<file path="config.mk">
export PLATFORM = sky130hd
export DESIGN_NAME = wlct_exp_init
export DESIGN_NICKNAME = d
export VERILOG_FILES = /design/src/sv/wlct_pkg.sv /design/src/sv/wlct_exp_init.sv
export SDC_FILE = /design/constraint.sdc
export NUM_CORES = 1
export LEC_CHECK = 0
export ABC_AREA = 1
export BUFFER_PORTS_ARGS = -buffer_cell sky130_fd_sc_hd__buf_2
export CAP_MARGIN = 25
export CORE_MARGIN = 2
export CORE_UTILIZATION = 25
export DETAILED_ROUTE_END_ITERATION = 8
export PLACE_DENSITY = 0.4
export SLEW_MARGIN = 20
export SYNTH_ARGS = -nofsm -noshare
export SYNTH_HDL_FRONTEND = slang
export SYNTH_SLANG_ARGS = --single-unit
</file>
<file path="constraint.sdc">
create_clock -name clk_i -period 7 [get_ports clk_i]
set_clock_uncertainty 0.15 [all_clocks]
set_input_delay 1.05 -clock clk_i [delete_from_list [all_inputs] [get_ports clk_i]]
set_output_delay 1.05 -clock clk_i [all_outputs]
set_load 0.01 [all_outputs]
</file>
<file path="src/sv/wlct_pkg.sv">
`timescale 1ns / 1ps
// Shared types and constants for the weighted local color transfer block.
// No dependencies; every other file imports this package.
package wlct_pkg;

  localparam int MAX_REGIONS_DEF = 16;
  localparam int NUM_CH          = 3;
  localparam int EXP_ENTRIES     = 4096;
  localparam int EXP_AW          = 12;

  // round(2^32 * exp(-1/256))
  localparam logic [31:0] EXP_STEP    = 32'd4278222805;
  localparam logic [15:0] FALLOFF_RST = 16'd82;
  localparam logic [15:0] W_MAX       = 16'hFFFF;
  localparam logic [7:0]  PIX_MAX     = 8'd255;

  localparam logic [1:0] CH_L = 2'd0;
  localparam logic [1:0] CH_A = 2'd1;
  localparam logic [1:0] CH_B = 2'd2;

  typedef enum logic {
    OP_LOAD  = 1'b0,
    OP_PIXEL = 1'b1
  } opcode_e;

  typedef enum logic {
    CFG_ACTIVE  = 1'b0,
    CFG_FALLOFF = 1'b1
  } cfg_index_e;

  typedef enum logic [1:0] {
    S_INIT,
    S_IDLE,
    S_RUN,
    S_HOLD
  } top_state_e;

  typedef enum logic [1:0] {
    L_IDLE,
    L_ISSUE,
    L_DRAIN,
    L_DIV
  } lane_state_e;

  // Write of one exp table entry, broadcast to every lane's copy
  typedef struct packed {
    logic              we;
    logic [EXP_AW-1:0] addr;
    logic [15:0]       data;
  } exp_wr_t;

  typedef struct packed {
    logic       done;
    logic [7:0] result;
  } lane_stat_t;

endpackage

</file>
<file path="src/sv/wlct_exp_init.sv">
`timescale 1ns / 1ps
// Builds the Q0.16 weight table after reset, one entry per cycle.
// Depends on wlct_pkg.
module wlct_exp_init import wlct_pkg::*; (
  input  logic    clk_i,
  input  logic    rst_ni,
  output exp_wr_t wr_o,
  output logic    done_o
);

  logic [EXP_AW-1:0] k_q, k_d;
  logic [31:0]       e_q, e_d;
  logic              first_q, first_d;
  logic              busy_q, busy_d;
  logic [63:0]       prod;
  logic [16:0]       rnd;

  always_comb begin
    prod    = 64'(e_q) * 64'(EXP_STEP);
    rnd     = 17'((33'(e_q) + 33'd32768) >> 16);
    k_d     = k_q;
    e_d     = e_q;
    first_d = first_q;
    busy_d  = busy_q;
    wr_o.we   = busy_q;
    wr_o.addr = k_q;
    // Entry zero is exactly 1.0, which saturates
    if (first_q) begin
      wr_o.data = W_MAX;
    end else if (rnd[16]) begin
      wr_o.data = W_MAX;
    end else begin
      wr_o.data = rnd[15:0];
    end
    if (busy_q) begin
      k_d     = k_q + 1'b1;
      first_d = 1'b0;
      e_d     = first_q ? EXP_STEP : prod[63:32];
      if (k_q == EXP_AW'(EXP_ENTRIES - 1)) begin
        busy_d = 1'b0;
      end
    end
  end

  always_ff @(posedge clk_i or negedge rst_ni) begin
    if (!rst_ni) begin
      k_q     <= '0;
      e_q     <= '0;
      first_q <= 1'b1;
      busy_q  <= 1'b1;
    end else begin
      k_q     <= k_d;
      e_q     <= e_d;
      first_q <= first_d;
      busy_q  <= busy_d;
    end
  end

  assign done_o = !busy_q;

endmodule

</file>
; ---- After elaboration in Yosys (flattened, before gate mapping)
; Cells that the tools add are included.
[classes]
multipliers = 1
mux = 5
n_eq_ne = 1
n_reduce_logical = 1
add_sub_neg = 2
[ops]
columns = op, count
row1 = $mul A32 B32 Y64 const B, 1
row2 = $add A32 B16 Y33 const B, 1
row3 = $mux W16, 2
row4 = $mux W32, 1
row5 = $add A12 B1 Y12 const B, 1
row6 = $eq A12 B12 Y1 const B, 1
row7 = $mux W1, 2
row8 = $logic_not A1 Y1, 1
[totals]
reg_bits = 46
elab_cells = 14
output_inout_bits = 30
inputBits = 2

; ---- Longest topological paths before layout
; Gate-level depths: netlist of the first run.
[logic_depth]
depth_word = 3
mapped_depth = 32
depth_no_buf = 32

; ---- Worst setup path before layout of the first run
; OpenSTA, ideal clock, no wires.
[synth_path]
path_kind = register to register
start = register e_q[22]
end = register e_q[19]
path_stages_with_launch = 27
n_path_buf = 0
setup_ps = 118
path_slack_ps = 788
period_less_slack_ps = 6212
required_time_ps = 6732
t_arrival_ps = 5944
path_cell_list = dfrtp_1 > inv_1 > fa_1 > inv_1 > fa_1 > fa_1 > inv_1 > fa_1 > inv_1 > fa_1 > fa_1 > fa_1 > inv_1 > fa_1 > inv_1 > ha_1 > nand2_2 > nor2_2 > inv_2 > nor2_2 > inv_1 > nor3_2 > o21ai_1 > nand3_1 > nand2_1 > nand3_1 > nand2_1
[synth_via]
elab_chain_len = 2
[synth_rtl]
columns = element, line_no
row1 = start: declaration, wlct_exp_init.sv:12  ; logic [31:0] e_q, e_d;
row2 = start signal: assignment, wlct_exp_init.sv:48  ; e_q <= '0;
row3 = start signal: assignment, wlct_exp_init.sv:53  ; e_q <= e_d;
row4 = $mul A32 B32 Y64, wlct_exp_init.sv:19  ; prod = 64'(e_q) * 64'(EXP_STEP);
row5 = $mux W32, wlct_exp_init.sv:38  ; e_d = first_q ? EXP_STEP : prod[63:32];
; Every way passes these cells.
; A chain may end at the register's enable or synchronous reset.

; ---- Worst setup path in the final report of the first run
[layout_path]
start = register e_q[8]
end = register e_q[19]
; Same word-level chain as after synthesis.

==> flow_summary.json, run 1 <==
{
  "status": "finished clean",
  "endpoint_kind": "flip-flop",
  "synth_seq_cells": 46,
  "h-tree-depth": 2,
  "num_rows": 104,
  "antenna_found_initial": 0,
  "port_buffers": 31,
  "fin_nets": 3614,
  "fin_crit_sh_pct": 97.55,
  "grt_pass1_vias": 18300,
  "worstPathRequired_ns": 7.08,
  "drt_wl_total_um": 77560,
  "dieArea_um2": 84200,
  "syn_nets": 3339,
  "tns_ns": 0,
  "clock-sinks": 46,
  "vias": 16900,
  "yosys_warnings": 0,
  "netlist_instances": 2606,
  "rrSetupSlack_ns": 0.17,
  "path_common_cell": "fa_1",
  "start_util_pct": 25.34,
  "crit_slowest_cell": "fa_2",
  "ys_types": 34,
  "maxCapViolCount": 0,
  "crit_start": "e_q[8]",
  "critPathKind": "reg2reg",
  "critPathMaxFanout": 4,
  "clk_path_buf_depth": 2,
  "r2r_end": "e_q[19]",
  "drtIter0Drc": 738,
  "seq_area_frac_synth_pct": 5.635,
  "top_usage_layer": "met2",
  "diodes": 0,
  "fin_crit_ns": 6.828,
  "root_buffer": "clkbuf_16",
  "grt_max_degree": 47,
  "vias_per_cell": 4.286,
  "die_h_um": 290.2,
  "ioPinCount": 32,
  "slew_violations": 0,
  "drc": 0,
  "drtAntennaViolNets": 0,
  "synth_area_um2": 20470,
  "maxSlewHeadroom_pct": 40.01,
  "grt_usage_pct": 18.71,
  "hold_viol_final": 0,
  "first_pass_iters": 5,
  "r2r_cells": 30,
  "cp.arrival_ns": 6.91,
  "grt_pass1_wl_um": 117100,
  "total_power_w": 0.0005813,
  "place.gp.congestion": 0.8978,
  "p_leak_nw": 15.71,
  "setup.worst_path.end": "e_q[19]",
  "final-setup-viol-count": 0,
  "cts.clk_slew.worst_paths_ns": 0.09,
  "rr_startpoint": "e_q[8]",
  "use_met2_pct": 32.36,
  "clock_latency_ns": 0.35,
  "coreArea_um2": 80810,
  "ir_worst_vdd_v": 0.00008380,
  "fmax_mhz": 146.5,
  "rsz0062_at_grt": "yes",
  "crit_path_start_kind": "flip-flop",
  "drive_gt1_share_pct": 20.06,
  "final_cell_mix": "inv_1 (761), nand2_1 (519), ha_1 (379), fa_1 (299), buf_4 (238)",
  "use_met1_pct": 26.19,
  "worstHoldPathType": "reg2reg",
  "worst_pin_slew_ns": 0.8999,
  "avgSynthCellArea_um2": 7.856,
  "cpPeakStageDelay_ns": 0.56,
  "power_density_nw_per_um2": 23.22,
  "dieWidth_um": 290.2,
  "syn2layout_area_growth_pct": 22.28,
  "wl_per_cell_um": 19.67,
  "grt_overflow_total": 0,
  "cts_tree": "done",
  "use_met3_pct": 1.392,
  "final_common_cell": "inv_1",
  "hpwl_um": 70580,
  "cts-buffers-inserted": 5
}
## layout make-up
class                      count  area [um^2]
clock inverter                 3        25.02
tap                         1060         1326
sequential                    46         1160
inverter                     802         3028
timing repair buffer         277         2058
multi-input combinational   1749        17310
clock buffer                   5        125.1
fill                        8671        55770
## worst max-delay path: cells and delay by family (launching register included)
kind                       cells  cell delay, ns
AOI/OAI and AO/OA              1            0.09
xor gates and xnor gates       1            0.18
adders and majority gates      9            4.06
buffers and inverters         10            1.01
DFF                            1            0.40
and+or+nand+nor                9            0.81
## routing by layer
| layer | share of wire [%] | routed length, um | vias up |
|---|---|---|---|
| met5 | 0 | 0 | - |
| met4 | 1.3 | 1027 | 0 |
| met3 | 2.3 | 1800 | 41 |
| met2 | 48 | 37530 | 187 |
| met1 | 48 | 37200 | 8426 |
| li1 | - | - | 8242 |
## how the worst min path moves through the flow
stage,start,endpoint,slack [ns],depth (start not counted)
detailed placement,k_q[7],k_q[7],0.33,1
global placement,k_q[7],k_q[7],0.32,1
global route,k_q[11],k_q[11],0.38,1
CTS,k_q[7],k_q[7],0.35,1
finish,k_q[7],k_q[7],0.35,1
floorplan,first_q,first_q,0.31,2
## logic make-up (layout without fill, tap and decap cells)
group | after synthesis | count (layout) | synth area share [%]
DFF | 46 | 46 | 5.635
xor gates and xnor gates | 55 | 55 | 2.353
adders and majority gates | 731 | 731 | 56.85
buffers and inverters | 811 | 1087 | 14.92
and+or+nand+nor | 848 | 848 | 17.15
AOI/OAI and AO/OA | 115 | 115 | 3.086
## repair_timing
action | in CTS | in global routing
cloned | 0 | 0
gates resized for setup | 63 | 239
hold buffers | 0 | 0
setup buffers | 4 | 7
endpoints found under the setup margin | 29 | 31
endpoints found under the hold margin | 0 | 0
pin swaps | 2 | 58
## cells in the mapped netlist, drive strengths merged
cell type    n  area (um^2)
o21bai      11        82.58
clkbuf       6        22.52
nor4         1        12.51
o21ai       22        113.9
nand3b       8        60.06
nand4        7        43.79
o22ai        2        12.51
nor2       140        590.6
or2          4        25.02
a21oi       71        355.3
xnor2       22        192.7
o21a         3        22.52
nand3       94        480.5
dfstp        2        52.55
dfrtp       44         1101
a21o         6        45.04
nand2      586         2225
fa         332         6646
clkinv       1        3.750
buf          3        22.52
ha         399         4992
inv        801         3007
nor3         8        75.07
xor2        33        289.0
## registers in the layout, summed over array words and instances (netlist names)
| register | count |
|---|---|
| e_q | 32 |
| k_q | 12 |
| busy_q | 1 |
| first_q | 1 |
## metrics by stage
step / util, % / hold WS [ns] / std cells / worst slack, ns / cell area [um^2]
after floorplan: - / 0.3077 / 2606 / 0.7882 / 20470
after global placement: 29.34 / 0.3235 / 3924 / -0.5289 / 23710
after detailed placement: 29.34 / 0.3304 / 3924 / -0.4210 / 23710
after CTS: 29.82 / 0.3468 / 3936 / -0.02397 / 24100
after global routing: 30.98 / 0.3835 / 3942 / -0.08558 / 25040
final: 30.98 / 0.3532 / 3942 / 0.1718 / 25040
## report_power, final
group           total (W)  internal [W]  switching [W]
combinational  0.00000831   0.000000548     0.00000774
sequential       0.000266      0.000266              0
clock            0.000307      0.000136       0.000171
Power figures use the tool's default switching activity.
==> run 2: changes to the inputs <==
Settings changed: CELL_PAD_IN_SITES_DETAIL_PLACEMENT set to 1, CELL_PAD_IN_SITES_GLOBAL_PLACEMENT set to 2, CTS_BUF_LIST set to sky130_fd_sc_hd__clkbuf_8, PLACE_DENSITY 0.4 to 0.57.
==> flow_summary.json, run 2 (same netlist as run 1, synthesis figures left out) <==
{
  "status": "finished clean",
  "hold_viol_final": 0,
  "numPlacedInstances": 3974,
  "largest_register": "e_q",
  "largest_register_ffs": 32,
  "pwr-share-clk_pct": 52.7,
  "coreArea_um2": 80810,
  "first_pass_iters": 4,
  "largest_registers": "e_q: 32 flops, k_q: 12 flops",
  "drt_wl_total_um": 85310,
  "maxSlewHeadroom_pct": 42.70,
  "rsz0062_at_grt": "yes",
  "path_buf_inv": 9,
  "vias": 17300,
  "grt_pass1_vias": 19750,
  "vias_per_cell": 4.308,
  "hold_depth": 2,
  "start_util_pct": 25.34,
  "endpoint_kind": "flip-flop",
  "ioPinCount": 32,
  "dieArea_um2": 84200,
  "cts-buffers-inserted": 5,
  "crit_path_start_kind": "flip-flop",
  "grt_overflow_total": 0,
  "final_common_cell": "inv_1",
  "drc": 0,
  "rr_startpoint": "e_q[15]",
  "path_delay_family": "adder cells",
  "p_leak_nw": 16.21,
  "drtIter0Drc": 696,
  "total_power_w": 0.0005782,
  "drive_gt1_share_pct": 26.57,
  "die_h_um": 290.2,
  "grt_usage_pct": 20.61,
  "grt_pass1_wl_um": 128200,
  "port_buffers": 31,
  "root_buffer": "clkbuf_8",
  "ir_worst_vdd_v": 0.00006799,
  "cp.depth": 28,
  "place.gp.congestion": 0.8956,
  "cts_tree": "done",
  "maxCapViolCount": 0,
  "r2r_cells": 28,
  "path_common_cell": "fa_1",
  "crit_slowest_cell": "fa_2",
  "fin_cells": 4016,
  "final-setup-viol-count": 0,
  "cts.clk_slew.worst_paths_ns": 0.16,
  "final_cell_mix": "inv_1 (731), nand2_1 (467), ha_1 (367), buf_4 (292), fa_1 (283)",
  "tns_ns": 0,
  "power_frac_comb_pct": 1.4,
  "p_sw_w": 0.0001591,
  "h-tree-depth": 2,
  "critPathKind": "reg2reg",
  "drtAntennaViolNets": 0,
  "clk_path_buf_depth": 2,
  "power_density_nw_per_um2": 22.05,
  "r2r_end": "e_q[16]",
  "clock-sinks": 46,
  "worstHoldEndpoint": "first_q",
  "pwr-share-seq_pct": 45.9,
  "slew_violations": 0,
  "fmax_mhz": 143.5,
  "dieWidth_um": 290.2,
  "fin_crit_ns": 6.969,
  "fin_nets": 3686,
  "p_int_w": 0.0004191,
  "fin_crit_sh_pct": 99.55,
  "syn2layout_area_growth_pct": 28.07,
  "hpwl_um": 77920,
  "worst_pin_slew_ns": 0.8595,
  "critPathMaxFanout": 3,
  "clock_latency_ns": 0.42,
  "antenna_found_initial": 0,
  "worstPathRequired_ns": 7.13,
  "grt_max_degree": 47,
  "wl_per_cell_um": 21.24,
  "rrSetupSlack_ns": 0.03,
  "worstHoldPathType": "reg2reg",
  "swShare_pct": 27.51,
  "hold_start": "first_q",
  "num_rows": 104,
  "cp.arrival_ns": 7.10,
  "cpPeakStageDelay_ns": 0.59
}
run 2: area by class of cell:
| class | count | area, um^2 |
|---|---|---|
| fillers | 9656 | 54590 |
| multi-input cells | 1749 | 17860 |
| inverters | 802 | 3037 |
| repair buffers | 349 | 2693 |
| well taps | 1060 | 1326 |
| flip-flops and latches | 46 | 1160 |
| clock buffers | 6 | 82.58 |
| clock inverters | 2 | 60.06 |
| diodes | 2 | 5.005 |
run 2: timing repair:
action	CTS	global route
pin swaps	39	139
hold buffers	0	0
setup buffers	12	24
setup endpoints to repair	32	31
resized for setup	163	318
run 2: layer usage:
layer / GRT usage [%] / vias to the layer above / part of all wire [%]
li1: - / 8369 / -
met1: 29.08 / 8767 / 49
met2: 35.14 / 123 / 48
met3: 1.308 / 43 / 1.7
met4: 3.239 / 0 / 1.6
met5: 0 / - / 0
run 2: how the worst max path moves through the flow:
stage               endpoint     from  slack (ns)
floorplan            e_q[19]  e_q[22]        0.79
global placement     e_q[17]   e_q[9]       -0.70
detailed placement   e_q[13]  e_q[15]       -0.68
CTS                  e_q[29]  e_q[15]       -0.01
global route          e_q[9]   e_q[6]       -0.15
finish               e_q[16]  e_q[15]        0.03
run 2: power by group through the flow:
stage / Clock (W) / Sequential (W) / Combinational, W
finish: 0.000305 / 0.000266 / 0.00000798
global route: 0.000323 / 0.000266 / 0.00000907
CTS: 0.000316 / 0.000266 / 0.00000854
detailed placement: 0 / 0.000271 / 0.00000853
global placement: 0 / 0.000271 / 0.00000847
floorplan: 0 / 0.000271 / 0.0000000134
run 2: tightest hold or removal path: cells and delay by family, from the launching register on:
kind / cells / cell delay, ns
AND/OR/NAND/NOR: 1 / 0.04
flip-flops: 1 / 0.40
buffers and inverters: 1 / 0.08
run 2: per-stage QoR:
stage / hold slack, ns / cell area [um^2] / util [%] / worst slack [ns]
after floorplan: 0.3077 / 20470 / - / 0.7882
after global placement: 0.3238 / 24130 / 29.87 / -0.6966
after detailed placement: 0.3357 / 24130 / 29.87 / -0.6838
after CTS: 0.3564 / 25000 / 30.94 / -0.01274
after global routing: 0.3813 / 26220 / 32.44 / -0.1491
final: 0.3530 / 26220 / 32.45 / 0.03143
==> run 3: changes to the inputs <==
Settings changed: ABC_AREA 1 to unset, CAP_MARGIN 25 to unset, PLACE_DENSITY 0.57 to 0.53.
==> flow_summary.json, run 3 <==
{
  "postCtsHoldBufs": 0,
  "hpwl_um": 59680,
  "clk_path_buf_depth": 2,
  "hold_start": "k_q[9]",
  "grt_pass1_wl_um": 99730,
  "ioPinCount": 32,
  "drive_gt1_share_pct": 28.78,
  "rrSetupSlack_ns": -0.29,
  "ys_types": 64,
  "maxSlewHeadroom_pct": 34.64,
  "start_util_pct": 25.35,
  "syn2layout_area_growth_pct": 29.49,
  "endpoint_kind": "flip-flop",
  "synth_edf_count": 0,
  "tns_ns": -3.123,
  "grt_pass1_vias": 15890,
  "path_common_cell": "fa_1",
  "hold_viol_final": 0,
  "drc": 0,
  "p_int_w": 0.0003391,
  "synthMostInstantiatedCell": "inv_1",
  "fin_crit_ns": 7.292,
  "dieWidth_um": 270.9,
  "first_pass_iters": 4,
  "worstHoldPathType": "reg2reg",
  "yosys_warnings": 0,
  "final_cell_mix": "inv_1 (480), ha_1 (378), buf_4 (330), fa_1 (286), nand2_1 (55)",
  "avgSynthCellArea_um2": 10.03,
  "diodes": 0,
  "dieArea_um2": 73410,
  "cts.clk_slew.worst_paths_ns": 0.14,
  "worstHoldEndpoint": "k_q[9]",
  "fmax_mhz": 137.1,
  "r2r_end": "e_q[30]",
  "r2r_cells": 26,
  "synth-main-ff-cell": "dfrtp_1",
  "p_sw_w": 0.0001501,
  "cpPeakStageDelay_ns": 0.56,
  "pwr-share-clk_pct": 44.2,
  "clock-sinks": 46,
  "rr_startpoint": "e_q[15]",
  "final_util_pct": 32.83,
  "final_common_cell": "inv_1",
  "crit_path_start_kind": "flip-flop",
  "wl_per_cell_um": 21.20,
  "ir_worst_vdd_v": 0.00005626,
  "vias_per_cell": 4.344,
  "final-setup-viol-count": 24,
  "rsz0062_at_grt": "yes",
  "largest_register": "e_q",
  "coreArea_um2": 70270,
  "seq_area_frac_synth_pct": 6.476,
  "fillers": 7993,
  "synth_top_cell_area_share_pct": 37.31,
  "h-tree-depth": 2,
  "power_density_nw_per_um2": 21.21,
  "fin_cells": 3101,
  "place.gp.congestion": 0.8791,
  "drtIter0Drc": 360,
  "synth_area_leader_cell": "fa_1",
  "swShare_pct": 30.68,
  "crit_slowest_cell": "fa_1",
  "worstPathRequired_ns": 7.14,
  "cts_tree": "done",
  "cts-buffers-inserted": 5,
  "path_delay_family": "adder cells",
  "drt_wl_total_um": 65730,
  "status": "finished, violations left",
  "pwr-share-seq_pct": 54.3,
  "root_buffer": "clkbuf_8",
  "fin_crit_sh_pct": 104.2,
  "violations": "setup timing",
  "critPathMaxFanout": 3,
  "vias": 13470,
  "antenna_found_initial": 0,
  "crit_start": "e_q[15]",
  "worst_pin_slew_ns": 0.9780,
  "setup_ws_ns": -0.2919,
  "path_buf_inv": 7,
  "largest_registers": "e_q: 32 flops, k_q: 12 flops",
  "synth_seq_cells": 46,
  "p_leak_nw": 13.68,
  "port_buffers": 31,
  "die_h_um": 270.9,
  "critPathKind": "reg2reg",
  "hold_depth": 1,
  "slew_violations": 0,
  "largest_register_ffs": 32,
  "synth_area_um2": 17810,
  "ys_top_cells_by_count": "inv_1 (518), ha_1 (399), fa_1 (332), a21oi_1 (72), nand2_1 (66)",
  "total_power_w": 0.0004892,
  "num_rows": 97,
  "syn_nets": 2509,
  "maxCapViolCount": 0,
  "dp_slack_ns": -0.6957,
  "grt_max_degree": 47,
  "numPlacedInstances": 3044,
  "cp.arrival_ns": 7.44,
  "grt_usage_pct": 18.45,
  "netlist_instances": 1776,
  "yosys-top-cells-area": "fa_1 (37%), ha_1 (28%), inv_1 (11%)",
  "clock_latency_ns": 0.39,
  "grt_overflow_total": 0,
  "fin_nets": 2893,
  "async_flop_share_pct": 100.0,
  "drtAntennaViolNets": 0,
  "power_frac_comb_pct": 1.5
}
[run 3: changes by cell type after synthesis, sizes merged, moves of 7 or more]
cell / previous run / this run
a21o: 6 / 32
a22oi: 0 / 12
a31oi: 0 / 7
and3: 0 / 7
clkbuf: 6 / 14
inv: 801 / 518
nand2: 586 / 67
nand3: 94 / 6
nand3b: 8 / 0
nand4: 7 / 14
nor2: 140 / 41
o22ai: 2 / 9
xnor2: 22 / 59
[run 3: how the worst max path moves through the flow]
stage               slack, ns  cells past startpoint      end
floorplan                0.03                     26  e_q[26]
global placement        -0.69                     28  e_q[26]
detailed placement      -0.70                     23  e_q[26]
CTS                     -0.24                     25  e_q[30]
global route            -0.49                     25  e_q[30]
finish                  -0.29                     26  e_q[30]
[run 3: layer usage]
metal	global-route usage, %	part of all wire (%)	vias up	wire [um]
li1	-	-	6330	-
met1	22.78	43	6939	28160
met2	34.22	52	149	34370
met3	1.766	2.4	54	1593
met4	4.434	2.4	0	1610
met5	0	0	-	0
[run 3: through the flow]
| step | hold WS (ns) | area (um^2) |
|---|---|---|
| floorplan | 0.3277 | 17820 |
| global placement | 0.3249 | 21520 |
| detailed placement | 0.3271 | 21520 |
| CTS | 0.3483 | 22500 |
| global route | 0.3794 | 23070 |
| finish | 0.3420 | 23070 |
[run 3: area by class of cell]
type / instances / area, um^2 / share of cell area (%)
inverter: 518 / 1948 / 8.445
multi-input combinational: 1197 / 15650 / 67.82
sequential: 46 / 1161 / 5.034
clock inverter: 3 / 25.02 / 0.1085
tap: 940 / 1176 / 5.099
timing repair buffer: 392 / 3043 / 13.19
clock buffer: 5 / 68.82 / 0.2983
[run 3: timing repair]
action | 4_1_cts | 5_1_grt
pin swaps | 104 | 39
gates resized for setup | 177 | 82
setup buffers | 33 | 21
setup endpoints to repair | 31 | 31
[run 3: cell families (layout without fill, tap and decap cells)]
family	count (synthesis)	count (layout)	share of synthesized area [%]
adders and majority gates	731	731	65.34
AOI/OAI and AO/OA	210	210	8.113
muxes	3	3	0.1756
DFF	46	46	6.476
xor gates and xnor gates	91	91	4.474
buffers and inverters	533	918	11.25
and+or+nand+nor	162	162	4.172
[run 3: worst register-to-register path, cell delays in order (launching register included)]
cell      delay (ns)
dfrtp_1         0.44
inv_2           0.12
fa_2            0.48
buf_4           0.16
buf_6           0.11
fa_2            0.41
xor2_2          0.16
ha_1            0.30
inv_2           0.04
fa_1            0.56
inv_1           0.07
fa_1            0.46
fa_1            0.54
fa_1            0.44
fa_1            0.52
ha_4            0.30
nand4_1         0.07
buf_4           0.16
nor3_2          0.18
a41o_4          0.27
o211ai_4        0.13
a31oi_4         0.24
a31oi_4         0.18
o31ai_4         0.31
buf_4           0.18
and4_1          0.21
nor3_2          0.05
[run 3: power by group through the flow]
stage          registers, W  clock network (W)      logic, W
6_report           0.000266           0.000216    0.00000749
5_1_grt            0.000266           0.000235    0.00000897
4_1_cts            0.000266           0.000230    0.00000841
3_5_place_dp       0.000271                  0    0.00000840
3_3_place_gp       0.000271                  0    0.00000819
2_1_floorplan      0.000271                  0  0.0000000110
